$ cat src/rtl/jsu_pkg.sv
// Shared types and constants for the JSON string unescaper.
package jsu_pkg;

    // Result kinds carried on the output tuser.
    localparam logic [1:0] KIND_DATA       = 2'd0;
    localparam logic [1:0] KIND_DONE       = 2'd1;
    localparam logic [1:0] KIND_INCOMPLETE = 2'd2;

    // Decoupling queue between front and back.
    localparam int Q_DEPTH = 4;
    localparam int Q_AW    = $clog2(Q_DEPTH);
    localparam int Q_CW    = $clog2(Q_DEPTH + 1);

    // Work record for one input word: emitted in the order cp0, cp1, tail.
    // cp0 is always a flushed high surrogate, so only its low ten bits travel.
    typedef struct packed {
        logic        cp0_vld;
        logic [9:0]  cp0_low;
        logic        cp1_vld;
        logic [20:0] cp1;
        logic        tail_vld;
        logic [7:0]  tail_byte;
        logic [1:0]  tail_kind;
    } jsu_rec_t;

endpackage

$ cat src/rtl/jsu_front.sv
// Front end: parses input words, tracks escape state, builds work records.
module jsu_front
    import jsu_pkg::*;
(
    input  logic     clk,
    input  logic     rst_n,
    input  logic     in_valid,
    input  logic     q_full,
    input  logic     end_of_data,
    input  logic [7:0] in_byte,
    output logic     in_ready,
    output logic     push,
    output jsu_rec_t push_rec
);

    typedef enum logic [2:0] {
        MODE_PLAIN,
        MODE_ESC,
        MODE_HEX,
        MODE_HIGH,
        MODE_HIGH_BS
    } mode_t;

    localparam logic [7:0] CH_QUOTE  = 8'h22;
    localparam logic [7:0] CH_BSLASH = 8'h5c;
    localparam logic [7:0] CH_U      = 8'h75;

    mode_t       mode_reg,     mode_next;
    logic [15:0] hex_val_reg,  hex_val_next;
    logic [1:0]  hex_cnt_reg,  hex_cnt_next;
    logic [9:0]  held_reg,     held_next;
    logic        held_vld_reg, held_vld_next;

    logic        accept;
    logic        dig_vld;
    logic [3:0]  dig;
    logic [15:0] cp;
    logic        do_finish;
    logic        run_plain;
    logic        run_escape;
    jsu_rec_t    rec;

    // Simple escapes map to one byte; unknown ones copy the byte itself.
    function automatic logic [7:0] esc_map(input logic [7:0] b);
        logic [7:0] r;
        unique case (b)
            8'h62:   r = 8'h08;  // b
            8'h74:   r = 8'h09;  // t
            8'h6e:   r = 8'h0a;  // n
            8'h66:   r = 8'h0c;  // f
            8'h72:   r = 8'h0d;  // r
            default: r = b;
        endcase
        return r;
    endfunction

    assign in_ready = !q_full;
    assign accept   = in_valid && !q_full;

    always_comb
    begin
        dig_vld = 1'b0;
        dig     = in_byte[3:0];
        if (in_byte >= 8'h30 && in_byte <= 8'h39)
        begin
            dig_vld = 1'b1;
        end
        else if ((in_byte >= 8'h61 && in_byte <= 8'h66) ||
                 (in_byte >= 8'h41 && in_byte <= 8'h46))
        begin
            dig_vld = 1'b1;
            dig     = in_byte[3:0] + 4'd9;
        end
    end

    always_comb
    begin
        mode_next     = mode_reg;
        hex_val_next  = hex_val_reg;
        hex_cnt_next  = hex_cnt_reg;
        held_next     = held_reg;
        held_vld_next = held_vld_reg;
        rec           = '0;
        do_finish     = 1'b0;
        run_plain     = 1'b0;
        run_escape    = 1'b0;
        cp            = hex_val_reg;

        if (end_of_data)
        begin
            rec.tail_vld  = 1'b1;
            rec.tail_kind = KIND_INCOMPLETE;
            mode_next     = MODE_PLAIN;
            hex_val_next  = '0;
            hex_cnt_next  = '0;
            held_next     = '0;
            held_vld_next = 1'b0;
        end
        else
        begin
            unique case (mode_reg)
                MODE_ESC:
                begin
                    run_escape = 1'b1;
                end
                MODE_HEX:
                begin
                    if (dig_vld)
                    begin
                        cp = {hex_val_reg[11:0], dig};
                        hex_val_next = cp;
                        hex_cnt_next = hex_cnt_reg + 2'd1;
                        do_finish    = (hex_cnt_reg == 2'd3);
                    end
                    else
                    begin
                        do_finish = 1'b1;
                    end
                end
                MODE_HIGH:
                begin
                    if (in_byte == CH_BSLASH)
                    begin
                        mode_next = MODE_HIGH_BS;
                    end
                    else
                    begin
                        rec.cp0_vld   = 1'b1;
                        rec.cp0_low   = held_reg;
                        held_next     = '0;
                        held_vld_next = 1'b0;
                        run_plain     = 1'b1;
                    end
                end
                MODE_HIGH_BS:
                begin
                    if (in_byte == CH_U)
                    begin
                        mode_next    = MODE_HEX;
                        hex_val_next = '0;
                        hex_cnt_next = '0;
                    end
                    else
                    begin
                        rec.cp0_vld   = 1'b1;
                        rec.cp0_low   = held_reg;
                        held_next     = '0;
                        held_vld_next = 1'b0;
                        run_escape    = 1'b1;
                    end
                end
                default:
                begin
                    run_plain = 1'b1;
                end
            endcase

            // End of a \u escape: pair, hold or emit the code point.
            if (do_finish)
            begin
                hex_val_next = '0;
                hex_cnt_next = '0;
                if (held_vld_reg && cp >= 16'hdc00 && cp <= 16'hdfff)
                begin
                    rec.cp1_vld   = 1'b1;
                    rec.cp1       = {1'b0, held_reg, cp[9:0]} + 21'h10000;
                    held_next     = '0;
                    held_vld_next = 1'b0;
                    mode_next     = MODE_PLAIN;
                end
                else
                begin
                    rec.cp0_vld = held_vld_reg;
                    rec.cp0_low = held_reg;
                    if (cp >= 16'hd800 && cp <= 16'hdbff)
                    begin
                        held_next     = cp[9:0];
                        held_vld_next = 1'b1;
                        mode_next     = MODE_HIGH;
                    end
                    else
                    begin
                        held_next     = '0;
                        held_vld_next = 1'b0;
                        rec.cp1_vld   = (cp != 16'h0);
                        rec.cp1       = {5'd0, cp};
                        mode_next     = MODE_PLAIN;
                    end
                end
                // A non-hex byte ended the escape early; it is then handled
                // as if it followed, which may flush a surrogate just held.
                if (!dig_vld)
                begin
                    if (mode_next == MODE_HIGH)
                    begin
                        if (in_byte == CH_BSLASH)
                        begin
                            mode_next = MODE_HIGH_BS;
                        end
                        else
                        begin
                            rec.cp1_vld   = 1'b1;
                            rec.cp1       = {5'd0, 6'b110110, cp[9:0]};
                            held_next     = '0;
                            held_vld_next = 1'b0;
                            run_plain     = 1'b1;
                        end
                    end
                    else
                    begin
                        run_plain = 1'b1;
                    end
                end
            end

            if (run_plain)
            begin
                if (in_byte == CH_QUOTE)
                begin
                    rec.tail_vld  = 1'b1;
                    rec.tail_kind = KIND_DONE;
                    mode_next     = MODE_PLAIN;
                    hex_val_next  = '0;
                    hex_cnt_next  = '0;
                    held_next     = '0;
                    held_vld_next = 1'b0;
                end
                else if (in_byte == CH_BSLASH)
                begin
                    mode_next = MODE_ESC;
                end
                else
                begin
                    rec.tail_vld  = 1'b1;
                    rec.tail_byte = in_byte;
                    rec.tail_kind = KIND_DATA;
                    mode_next     = MODE_PLAIN;
                end
            end

            if (run_escape)
            begin
                if (in_byte == CH_U)
                begin
                    mode_next    = MODE_HEX;
                    hex_val_next = '0;
                    hex_cnt_next = '0;
                end
                else
                begin
                    rec.tail_vld  = 1'b1;
                    rec.tail_byte = esc_map(in_byte);
                    rec.tail_kind = KIND_DATA;
                    mode_next     = MODE_PLAIN;
                end
            end
        end
    end

    assign push     = accept && (rec.cp0_vld || rec.cp1_vld || rec.tail_vld);
    assign push_rec = rec;

    always_ff @(posedge clk or negedge rst_n)
    begin
        if (!rst_n)
        begin
            mode_reg     <= MODE_PLAIN;
            hex_val_reg  <= '0;
            hex_cnt_reg  <= '0;
            held_reg     <= '0;
            held_vld_reg <= 1'b0;
        end
        else if (accept)
        begin
            mode_reg     <= mode_next;
            hex_val_reg  <= hex_val_next;
            hex_cnt_reg  <= hex_cnt_next;
            held_reg     <= held_next;
            held_vld_reg <= held_vld_next;
        end
    end

`ifndef SYNTHESIS
    // A held high surrogate exists in the surrogate-follow modes and never in plain or escape mode.
    a_held_mode: assert property (@(posedge clk) disable iff (!rst_n)
        (mode_reg == MODE_HIGH || mode_reg == MODE_HIGH_BS) |-> held_vld_reg)
        else $error("surrogate mode without held surrogate");
    a_held_plain: assert property (@(posedge clk) disable iff (!rst_n)
        (mode_reg == MODE_PLAIN || mode_reg == MODE_ESC) |-> !held_vld_reg)
        else $error("held surrogate left in plain mode");
`endif

endmodule

$ cat src/rtl/jsu_queue.sv
// Short FIFO of work records between the front and back ends.
module jsu_queue
    import jsu_pkg::*;
(
    input  logic     clk,
    input  logic     rst_n,
    input  logic     push,
    input  jsu_rec_t push_rec,
    input  logic     pop,
    output logic     full,
    output logic     head_vld,
    output jsu_rec_t head_rec
);

    jsu_rec_t          mem_reg [Q_DEPTH];
    logic [Q_AW-1:0]   wr_ptr_reg;
    logic [Q_AW-1:0]   rd_ptr_reg;
    logic [Q_CW-1:0]   count_reg, count_next;
    logic              do_pop;

    assign full     = (count_reg == Q_CW'(Q_DEPTH));
    assign head_vld = (count_reg != '0);
    assign head_rec = mem_reg[rd_ptr_reg];
    assign do_pop   = pop && head_vld;

    always_comb
    begin
        count_next = count_reg;
        if (push && !do_pop)
        begin
            count_next = count_reg + Q_CW'(1);
        end
        else if (do_pop && !push)
        begin
            count_next = count_reg - Q_CW'(1);
        end
    end

    always_ff @(posedge clk)
    begin
        if (push)
        begin
            mem_reg[wr_ptr_reg] <= push_rec;
        end
    end

    always_ff @(posedge clk or negedge rst_n)
    begin
        if (!rst_n)
        begin
            wr_ptr_reg <= '0;
            rd_ptr_reg <= '0;
            count_reg  <= '0;
        end
        else
        begin
            if (push)
            begin
                wr_ptr_reg <= wr_ptr_reg + Q_AW'(1);
            end
            if (do_pop)
            begin
                rd_ptr_reg <= rd_ptr_reg + Q_AW'(1);
            end
            count_reg <= count_next;
        end
    end

`ifndef SYNTHESIS
    a_no_overflow: assert property (@(posedge clk) disable iff (!rst_n)
        push |-> !full)
        else $error("record pushed into full queue");
    a_ptr_gap: assert property (@(posedge clk) disable iff (!rst_n)
        (count_reg != Q_CW'(Q_DEPTH)) |-> (wr_ptr_reg - rd_ptr_reg) == count_reg[Q_AW-1:0])
        else $error("queue pointers disagree with fill count");
`endif

endmodule

$ cat src/rtl/jsu_back.sv
// Back end: expands a work record into UTF-8 words and streams them out.
module jsu_back
    import jsu_pkg::*;
(
    input  logic       clk,
    input  logic       rst_n,
    input  logic       head_vld,
    input  jsu_rec_t   head_rec,
    output logic       pop,
    output logic       out_valid,
    input  logic       out_ready,
    output logic [7:0] out_byte,
    output logic [1:0] out_kind,
    output logic       out_last
);

    typedef struct packed {
        logic [7:0][7:0] bytes;
        logic [7:0][1:0] kinds;
        logic [3:0]      cnt;
    } list_t;

    list_t      list_reg, list_next;
    logic [2:0] idx_reg,  idx_next;
    logic       busy_reg, busy_next;
    logic       take;

    // Lay the record out as up to eight candidate words, then pack them.
    function automatic list_t expand(input jsu_rec_t r);
        logic [7:0][7:0] cb;
        logic [7:0][1:0] ck;
        logic [7:0]      cv;
        logic [20:0]     c;
        list_t           l;
        logic [3:0]      n;
        c  = r.cp1;
        cb = '0;
        ck = {8{KIND_DATA}};
        cv = '0;
        l  = '0;
        n  = '0;
        // flushed high surrogate, always three bytes
        cb[0] = 8'hed;
        cb[1] = {4'b1010, r.cp0_low[9:6]};
        cb[2] = {2'b10, r.cp0_low[5:0]};
        cv[2:0] = {3{r.cp0_vld}};
        if (c < 21'h80)
        begin
            cb[3] = {1'b0, c[6:0]};
            cv[3] = r.cp1_vld;
        end
        else if (c < 21'h800)
        begin
            cb[3] = {3'b110, c[10:6]};
            cb[4] = {2'b10, c[5:0]};
            cv[4:3] = {2{r.cp1_vld}};
        end
        else if (c < 21'h10000)
        begin
            cb[3] = {4'b1110, c[15:12]};
            cb[4] = {2'b10, c[11:6]};
            cb[5] = {2'b10, c[5:0]};
            cv[5:3] = {3{r.cp1_vld}};
        end
        else
        begin
            cb[3] = {5'b11110, c[20:18]};
            cb[4] = {2'b10, c[17:12]};
            cb[5] = {2'b10, c[11:6]};
            cb[6] = {2'b10, c[5:0]};
            cv[6:3] = {4{r.cp1_vld}};
        end
        cb[7] = r.tail_byte;
        ck[7] = r.tail_kind;
        cv[7] = r.tail_vld;
        for (int i = 0; i < 8; i++)
        begin
            if (cv[i])
            begin
                l.bytes[n[2:0]] = cb[i];
                l.kinds[n[2:0]] = ck[i];
                n = n + 4'd1;
            end
        end
        l.cnt = n;
        return l;
    endfunction

    assign out_valid = busy_reg;
    assign out_byte  = list_reg.bytes[idx_reg];
    assign out_kind  = list_reg.kinds[idx_reg];
    assign out_last  = (({1'b0, idx_reg} + 4'd1) == list_reg.cnt);

    // Load the next record when idle or when the final word is taken.
    assign take = !busy_reg || (out_ready && out_last);
    assign pop  = take && head_vld;

    always_comb
    begin
        list_next = list_reg;
        idx_next  = idx_reg;
        busy_next = busy_reg;
        if (take)
        begin
            busy_next = head_vld;
            idx_next  = '0;
            if (head_vld)
            begin
                list_next = expand(head_rec);
            end
        end
        else if (out_ready)
        begin
            idx_next = idx_reg + 3'd1;
        end
    end

    always_ff @(posedge clk)
    begin
        list_reg <= list_next;
    end

    always_ff @(posedge clk or negedge rst_n)
    begin
        if (!rst_n)
        begin
            idx_reg  <= '0;
            busy_reg <= 1'b0;
        end
        else
        begin
            idx_reg  <= idx_next;
            busy_reg <= busy_next;
        end
    end

`ifndef SYNTHESIS
    a_idx_range: assert property (@(posedge clk) disable iff (!rst_n)
        busy_reg |-> ({1'b0, idx_reg} < list_reg.cnt))
        else $error("word index past end of list");
    a_pop_on_take: assert property (@(posedge clk) disable iff (!rst_n)
        (busy_reg && out_ready && !out_last) |-> !pop)
        else $error("record loaded while list still draining");
`endif

endmodule

$ cat src/rtl/json_string_unescaper_core.sv
// Top level of the JSON string unescaper: front parser, queue, UTF-8 emitter.
//
// Takes the body of a JSON string one byte per word, starting after the
// opening quote, and emits the decoded UTF-8 bytes one per word. Plain bytes
// pass through; \\ \" \b \t \n \f \r map to their byte; other escapes copy the
// byte after the backslash; \u reads up to four hex digits and emits the code
// point as UTF-8 (code point zero emits nothing), pairing a high surrogate
// with an immediately following \u low surrogate and otherwise emitting the
// lone surrogate as three bytes. An unescaped quote gives a word of kind
// "complete"; an input word with end_of_data set gives a word of kind
// "incomplete" and resets the parser. tlast marks the final output word
// caused by an input word; input words that cause nothing (a backslash, a hex
// digit, a held surrogate) produce no output.
// Rate: one input word per cycle while the record queue has room, and one
// output word per cycle while m_axis_tready is high. An input word may
// expand into n output words (n is at most 7); a 4-deep record queue between
// the parser and the UTF-8 emitter absorbs these bursts, and s_axis_tready
// drops only when it fills. Records pass the queue, then the list register.
module json_string_unescaper_core
    import jsu_pkg::*;
(
    input  logic       clk,
    input  logic       rst_n,
    input  logic       s_axis_tvalid,
    output logic       s_axis_tready,
    input  logic [7:0] s_axis_tdata,   // [7:0] in_byte
    input  logic       s_axis_tuser,   // [0] end_of_data
    output logic       m_axis_tvalid,
    input  logic       m_axis_tready,
    output logic [7:0] m_axis_tdata,   // [7:0] out_byte
    output logic [1:0] m_axis_tuser,   // [1:0] kind
    output logic       m_axis_tlast    // last word caused by one input word
);

    logic     q_full;
    logic     q_push;
    jsu_rec_t q_push_rec;
    logic     q_pop;
    logic     q_head_vld;
    jsu_rec_t q_head_rec;

    // Parser: escape state machine and surrogate holding.
    jsu_front u_front (
        .clk         (clk),
        .rst_n       (rst_n),
        .in_valid    (s_axis_tvalid),
        .q_full      (q_full),
        .end_of_data (s_axis_tuser),
        .in_byte     (s_axis_tdata),
        .in_ready    (s_axis_tready),
        .push        (q_push),
        .push_rec    (q_push_rec)
    );

    // Records wait here so the parser keeps going while output stalls.
    jsu_queue u_queue (
        .clk      (clk),
        .rst_n    (rst_n),
        .push     (q_push),
        .push_rec (q_push_rec),
        .pop      (q_pop),
        .full     (q_full),
        .head_vld (q_head_vld),
        .head_rec (q_head_rec)
    );

    // UTF-8 encoder and output word sequencer.
    jsu_back u_back (
        .clk       (clk),
        .rst_n     (rst_n),
        .head_vld  (q_head_vld),
        .head_rec  (q_head_rec),
        .pop       (q_pop),
        .out_valid (m_axis_tvalid),
        .out_ready (m_axis_tready),
        .out_byte  (m_axis_tdata),
        .out_kind  (m_axis_tuser),
        .out_last  (m_axis_tlast)
    );

endmodule
$ cat config.mk
export PLATFORM = sky130hd
export DESIGN_NAME = json_string_unescaper_core
export DESIGN_NICKNAME = d
export VERILOG_FILES = /design/src/rtl/jsu_pkg.sv /design/src/rtl/jsu_front.sv /design/src/rtl/jsu_queue.sv /design/src/rtl/jsu_back.sv /design/src/rtl/json_string_unescaper_core.sv
export SDC_FILE = /design/constraint.sdc
export NUM_CORES = 1
export LEC_CHECK = 0
export BUFFER_PORTS_ARGS = -buffer_cell sky130_fd_sc_hd__buf_2
export CORE_ASPECT_RATIO = 2
export CORE_UTILIZATION = 40
export CTS_CLUSTER_DIAMETER = 200
export DETAILED_ROUTE_END_ITERATION = 12
export PLACE_DENSITY = 0.55
export RECOVER_POWER = 25
export SETUP_SLACK_MARGIN = 0.2
export SYNTH_ARGS = -nofsm -noshare
export SYNTH_HDL_FRONTEND = slang
export SYNTH_HIERARCHICAL = 1
export SYNTH_SLANG_ARGS = --single-unit
export TNS_END_PERCENT = 50
$ cat constraint.sdc
create_clock -name clk -period 6.2 [get_ports clk]
set_clock_uncertainty 0.15 [all_clocks]
set_input_delay 1.86 -clock clk [delete_from_list [all_inputs] [get_ports clk]]
set_output_delay 1.86 -clock clk [all_outputs]
set_load 0.05 [all_outputs]
==> flow_summary.toml, run 1 <==
[worst_setup_path]
worst_r2r_startpoint = "u_queue/rd_ptr_reg[0]"
crit_path_max_fanout = 11
regToRegEndpoint = "u_back/list_reg[68]"
crit_path_start_kind = "primary input"
timing.reg2reg.worst_path_depth = 10
ff2ff_setup_slack_ns = 0.69
worst-setup-path-type = "primary input to flip-flop"
timing.critical_path.to_type = "flip-flop"
critPathRequiredTime_ns = 6.53
worst_ep_arrival_time_ns = 5.90

[sta]
relSlewSlack_pct = -76.5
grt_setup_unrepaired = "no"
timing.final.ws_setup_ns = 0.628
slew_violations = 116
fin_crit_ns = 5.57
final-hold-violation-count = 0
period_share_pct = 89.9
holdWs_ns = 0.347
max_slew.worst_pin.slew_ns = 2.65
setup_violations = 0
timing.setup.tns_ns = 0
peak_freq_ghz = 0.179

[synthesis]
synth.area.mux_share_pct = 13.8
syn-cell-area_um2 = 16600
async_reset_ff_share_pct = 14.2
synth_seq_cells = 303
yosys_warnings = 6
synth.distinct_cells = 95
ys_seq_area_share_pct = 53.5
postSynthNetCount = 1373
synth_xor_xnor_area_share_pct = 1.10
synth-compound-area-share_pct = 13.5
synth_edf_count = 260
dominant_combinational_cell_family_by_area_after_synthesis = "multiplexers"
synthSimpleGateAreaFrac_pct = 12.4
adder_cell_fraction_of_synth_area_pct = 1.70
mapped_avg_cell_area_um2 = 12.4
synth_flop_cell = "sky130_fd_sc_hd__edfxtp_1"
synthCells = 1338

[cts]
cts_sinks = 303
clk_latency_ns = 0.56
tritoncts.num_buffers = 27
cts_setup_buffers = 0
tritoncts = "done"
cts.repair.resized = 0
cts.clk_slew.worst_paths_ns = 0.07
cts_buffer_depth = 3
cts_htree_levels = 1
cts_root_buf = "sky130_fd_sc_hd__clkbuf_16"
cts_hold_buf = 0

[detailed_routing]
length_of_the_first_detailed_routing_pass_in_iterations = 8
drc = 0
ant_nets = 0
routed_via_density = 6.18
avgRoutedWirePerCell_um = 28.1
detail_route.iter0.violations = 905
detailroute.via_count = 11800
routed_wl_um = 53500

[placement]
dp_slack_ns = 0.366
io_buffers = 25
placedCellCount = 1855
dpl.hpwl_um = 39600
finalWeightedCongestion = 0.977

[finish]
layout.nets = 1384
drive_gt1_share_pct = 18.6
mostFrequentLayoutCells = "260 x sky130_fd_sc_hd__edfxtp_1, 122 x sky130_fd_sc_hd__nand2_1, 84 x sky130_fd_sc_hd__nor2_1"
mostFrequentLayoutCell = "sky130_fd_sc_hd__edfxtp_1"
antenna_cells_inserted = 0
area_growth_pct = 9.45
largest_reg_flops = 176
stdcell_count = 1903

[status]
outcome = "finished, violations left"
violations = "capacitance limit, slew limit"

[pwr]
power-per-cell-area_nw_per_um2 = 598
power_leakage_nw = 6.27
ir_drop_worst_case_vdd_mv = 0.262

[die]
core_area_um2 = 41000
dieWidth_um = 146
chipHeight_um = 290
initial_cell_density_of_the_core_pct = 40.5
design.portCount = 26
fp-row-count = 105
die_area_um2 = 42400

[job]
cap_violations = 3

[grt]
antenna_violations_before_repair = 0
met2_demand_to_capacity_share_in_global_routing_pct = 49.5
gr-total-overflow = 0
track_usage_pct = 25.4
grt_util_met3_pct = 3.03
gr-max-usage-layer = "met2"
global_route_track_usage_on_met1_pct = 24.2
wire_length_of_the_first_global_routing_pass_um = 78600
grt_start_max_net_pins = 72
grt_pass1_vias = 12000

[min_path]
hold_class = "flip-flop to flip-flop"
whs_endpoint = "u_queue/count_reg[2]"
min_path_cells = 1
min_from = "u_queue/count_reg[2]"
## how the worst max path moves through the flow
| stage | slack (ns) | cells after the start | from | to |
|---|---|---|---|---|
| floorplan | 0.46 | 11 | s_axis_tdata[0] | u_queue/mem_reg[0][0] |
| global placement | 0.46 | 15 | s_axis_tdata[0] | u_queue/count_reg[2] |
| detailed placement | 0.37 | 15 | s_axis_tdata[0] | u_queue/count_reg[2] |
| CTS | 0.91 | 12 | u_queue/rd_ptr_reg[0] | u_back/list_reg[59] |
| global route | 0.38 | 15 | s_axis_tdata[0] | u_queue/count_reg[2] |
| finish | 0.63 | 15 | s_axis_tdata[0] | u_queue/count_reg[2] |
## kinds of logic after synthesis
family | Yosys count
AO/OA/AOI/OAI | 316
multiplexers | 138
AND/OR/NAND/NOR | 405
flip-flops | 303
buffers and inverters | 134
adder cells (fa/ha/maj) | 22
XOR/XNOR | 20
## power by group
part,switching (mW),internal (mW),total (mW)
combinational,4.14,2.13,6.26
clock,0.750,0.892,1.64
sequential,0.148,2.81,2.95
total,5.04,5.82,10.9
## worst max-delay path, cell delays in order
cell and delay (ns):
sky130_fd_sc_hd__clkbuf_1 0.39, sky130_fd_sc_hd__inv_1 0.16, sky130_fd_sc_hd__ha_1 0.29, sky130_fd_sc_hd__nor3b_1 0.47, sky130_fd_sc_hd__nor3_2 0.24, sky130_fd_sc_hd__o21a_1 0.29
sky130_fd_sc_hd__or4_1 0.59, sky130_fd_sc_hd__nand2_1 0.19, sky130_fd_sc_hd__o31a_1 0.31, sky130_fd_sc_hd__ha_1 0.24, sky130_fd_sc_hd__inv_1 0.06, sky130_fd_sc_hd__fa_1 0.37
sky130_fd_sc_hd__xor2_1 0.17, sky130_fd_sc_hd__nor2_1 0.12, sky130_fd_sc_hd__xor2_1 0.16
## metrics by stage
| step | util [%] | total power [mW] | instance area [um2] |
|---|---|---|---|
| floorplan | - | 7.08 | 16600 |
| global placement | 42.4 | 9.14 | 17400 |
| detailed placement | 42.4 | 9.15 | 17400 |
| CTS | 44.5 | 10.8 | 18200 |
| global route | 44.3 | 11.3 | 18200 |
| finish | 44.3 | 10.9 | 18200 |
## synth_stat cells, types with 7 or more instances
library cell / count / area (um2)
sky130_fd_sc_hd__xor2_1: 8 / 70.1
sky130_fd_sc_hd__o21ai_0: 42 / 210
sky130_fd_sc_hd__nor2b_1: 16 / 100
sky130_fd_sc_hd__ha_1: 21 / 263
sky130_fd_sc_hd__nand4_1: 12 / 75.1
sky130_fd_sc_hd__o211ai_1: 22 / 165
sky130_fd_sc_hd__a31oi_1: 17 / 106
sky130_fd_sc_hd__dfrtp_1: 43 / 1080
sky130_fd_sc_hd__mux4_2: 58 / 1310
sky130_fd_sc_hd__a32oi_1: 11 / 96.3
sky130_fd_sc_hd__nor2_1: 83 / 312
sky130_fd_sc_hd__nand2_1: 122 / 458
sky130_fd_sc_hd__inv_1: 33 / 124
sky130_fd_sc_hd__clkbuf_1: 55 / 206
sky130_fd_sc_hd__a211oi_1: 8 / 60.1
sky130_fd_sc_hd__o21ai_2: 10 / 87.6
sky130_fd_sc_hd__mux2i_1: 18 / 180
sky130_fd_sc_hd__a21oi_1: 57 / 285
sky130_fd_sc_hd__a2bb2oi_1: 10 / 87.6
sky130_fd_sc_hd__a21o_1: 12 / 90.1
sky130_fd_sc_hd__a22o_1: 22 / 193
sky130_fd_sc_hd__mux2_2: 47 / 529
sky130_fd_sc_hd__xnor2_1: 11 / 96.3
sky130_fd_sc_hd__edfxtp_1: 260 / 7810
sky130_fd_sc_hd__nand3_1: 40 / 200
sky130_fd_sc_hd__or3_1: 9 / 56.3
sky130_fd_sc_hd__and2_1: 34 / 213
sky130_fd_sc_hd__mux2_1: 8 / 90.1
sky130_fd_sc_hd__nor3_1: 25 / 125
sky130_fd_sc_hd__a22oi_1: 7 / 52.6
sky130_fd_sc_hd__nor3b_1: 8 / 60.1
sky130_fd_sc_hd__buf_2: 20 / 100
sky130_fd_sc_hd__nor4_1: 8 / 50.1
sky130_fd_sc_hd__o221ai_1: 8 / 70.1
sky130_fd_sc_hd__o31ai_1: 11 / 82.6
sky130_fd_sc_hd__o22ai_1: 21 / 131
sky130_fd_sc_hd__buf_1: 11 / 41.3
## metal layers
layer / wire [um] / up-vias
li1: - / 5224
met1: 17100 / 5868
met2: 30100 / 461
met3: 2240 / 203
met4: 4100 / 0
met5: 0 / -
## final cells by class
cell class / instances / area (um2)
clock buffer: 34 / 702
clock inverter: 14 / 138
fill: 3869 / 22800
inverter: 35 / 131
multi-input combinational: 901 / 7040
sequential: 303 / 8880
tap: 535 / 669
timing repair buffer: 81 / 598
Note: power is estimated with default switching activity, not from simulation.
==> run 2: changes to the inputs <==
Settings changed: CORE_UTILIZATION 40 to 28, PLACE_DENSITY 0.55 to 0.42.
==> flow_summary.toml, run 2 (synthesized netlist as in run 1, its figures left out) <==
[pwr]
power-per-cell-area_nw_per_um2 = 614
ir_drop_worst_case_vdd_mv = 0.360
total_power_mw = 11.5
power_leakage_nw = 6.44

[worst_setup_path]
critPathRequiredTime_ns = 6.51
worst_r2r_startpoint = "u_queue/rd_ptr_reg[0]"
worst_ep_arrival_time_ns = 5.88
timing.critical_path.to_type = "flip-flop"
worst-setup-path-type = "primary input to flip-flop"
worstSetupStartpoint = "s_axis_tdata[6]"
crit_path_start_kind = "primary input"
crit_path_max_fanout = 8

[finish]
drive_gt1_share_pct = 20.1
antenna_cells_inserted = 0
layout.nets = 1411
post-route-cell-area_um2 = 18700
final.fill_count = 5853
regArea_um2 = 8880
largest_reg_flops = 176
mostFrequentLayoutCells = "260 x sky130_fd_sc_hd__edfxtp_1, 122 x sky130_fd_sc_hd__nand2_1, 84 x sky130_fd_sc_hd__nor2_1"
finalCoreUtilization_pct = 32.1
stdcell_count = 2158
area_growth_pct = 12.8
mostFrequentLayoutCell = "sky130_fd_sc_hd__edfxtp_1"
multi_input_comb_area_um2 = 7060

[sta]
setup_violations = 0
period_share_pct = 89.9
max_slew.worst_pin.slew_ns = 2.81
peak_freq_ghz = 0.179
holdWs_ns = 0.343
slew_violations = 118
timing.setup.tns_ns = 0
grt_setup_unrepaired = "no"
final-hold-violation-count = 0
relSlewSlack_pct = -87.4
fin_crit_ns = 5.57
timing.final.ws_setup_ns = 0.627

[detailed_routing]
length_of_the_first_detailed_routing_pass_in_iterations = 5
detailroute.via_count = 11800
routed_wl_um = 60100
routed_via_density = 5.45
drc = 0
detail_route.iter0.violations = 786
ant_nets = 0
avgRoutedWirePerCell_um = 27.8

[placement]
dpl.hpwl_um = 45800
cell_area_after_placement_um2 = 17900
io_buffers = 25
dp_slack_ns = 0.451
placedCellCount = 2108
finalWeightedCongestion = 0.997

[die]
initial_cell_density_of_the_core_pct = 28.4
design.portCount = 26
chipHeight_um = 346
core_area_um2 = 58300
dieWidth_um = 174
fp-row-count = 125
die_area_um2 = 60300

[cts]
cts.repair.resized = 0
cts_sinks = 303
cts_hold_buf = 0
cts_setup_buffers = 0
cts_htree_levels = 1
clk_latency_ns = 0.58
tritoncts.num_buffers = 28
cts_root_buf = "sky130_fd_sc_hd__clkbuf_16"
tritoncts = "done"
cts_buffer_depth = 3
cts.clk_slew.worst_paths_ns = 0.06

[min_path]
min_from = "u_queue/count_reg[2]"
hold_class = "flip-flop to flip-flop"

[status]
violations = "capacitance limit, slew limit"
outcome = "finished, violations left"

[grt]
grt_pass1_vias = 12500
gr-total-overflow = 0
track_usage_pct = 19.9
antenna_violations_before_repair = 0
wire_length_of_the_first_global_routing_pass_um = 86900
grt_start_max_net_pins = 74

[job]
cap_violations = 2
-- run 2: report_power, final --
part           switching (mW)  total (mW)  internal (mW)
clock                   0.768        1.71          0.943
sequential              0.141        2.95           2.81
combinational            4.40        6.82           2.43
-- run 2: worst max-delay path, stage by stage --
cell and delay, ns:
sky130_fd_sc_hd__clkbuf_1 0.16, sky130_fd_sc_hd__nand4bb_1 0.39, sky130_fd_sc_hd__nor3_1 0.90, sky130_fd_sc_hd__nand2b_2 0.36
sky130_fd_sc_hd__clkbuf_1 0.35, sky130_fd_sc_hd__nor2_1 0.11, sky130_fd_sc_hd__o21ai_1 0.20, sky130_fd_sc_hd__a31oi_1 0.11
sky130_fd_sc_hd__o31a_1 0.43, sky130_fd_sc_hd__ha_1 0.27, sky130_fd_sc_hd__inv_1 0.08, sky130_fd_sc_hd__fa_1 0.40
sky130_fd_sc_hd__mux2_2 0.26
-- run 2: area by class of cell --
cell class	instances	area share, %
Inverter	35	0.702
Clock buffer	38	4.06
Clock inverter	12	0.649
Sequential cell	303	47.5
Timing Repair Buffer	107	4.31
Multi-Input combinational cell	901	37.7
Tap cell	762	5.09
-- run 2: final timing paths --
check,depth (start not counted),to,slack (ns)
worst min-delay path,1,u_queue/count_reg[2],0.34
worst max register to register,12,u_back/list_reg[3],0.75
worst min register to register,1,u_queue/count_reg[2],0.34
worst max-delay path,13,u_queue/count_reg[1],0.63
min in group asynchronous,2,u_queue/rd_ptr_reg[1],2.14
max in group asynchronous,2,u_queue/rd_ptr_reg[1],1.98
-- run 2: metal layers --
layer | wire length (um) | vias to the layer above | share of wire, % | GRT usage, %
met5 | 0 | - | 0 | 0
met4 | 5060 | 0 | 8.4 | 15.0
met3 | 1830 | 186 | 3.0 | 1.92
met2 | 34300 | 401 | 57 | 40.0
met1 | 18900 | 5903 | 31 | 17.9
li1 | - | 5275 | - | -
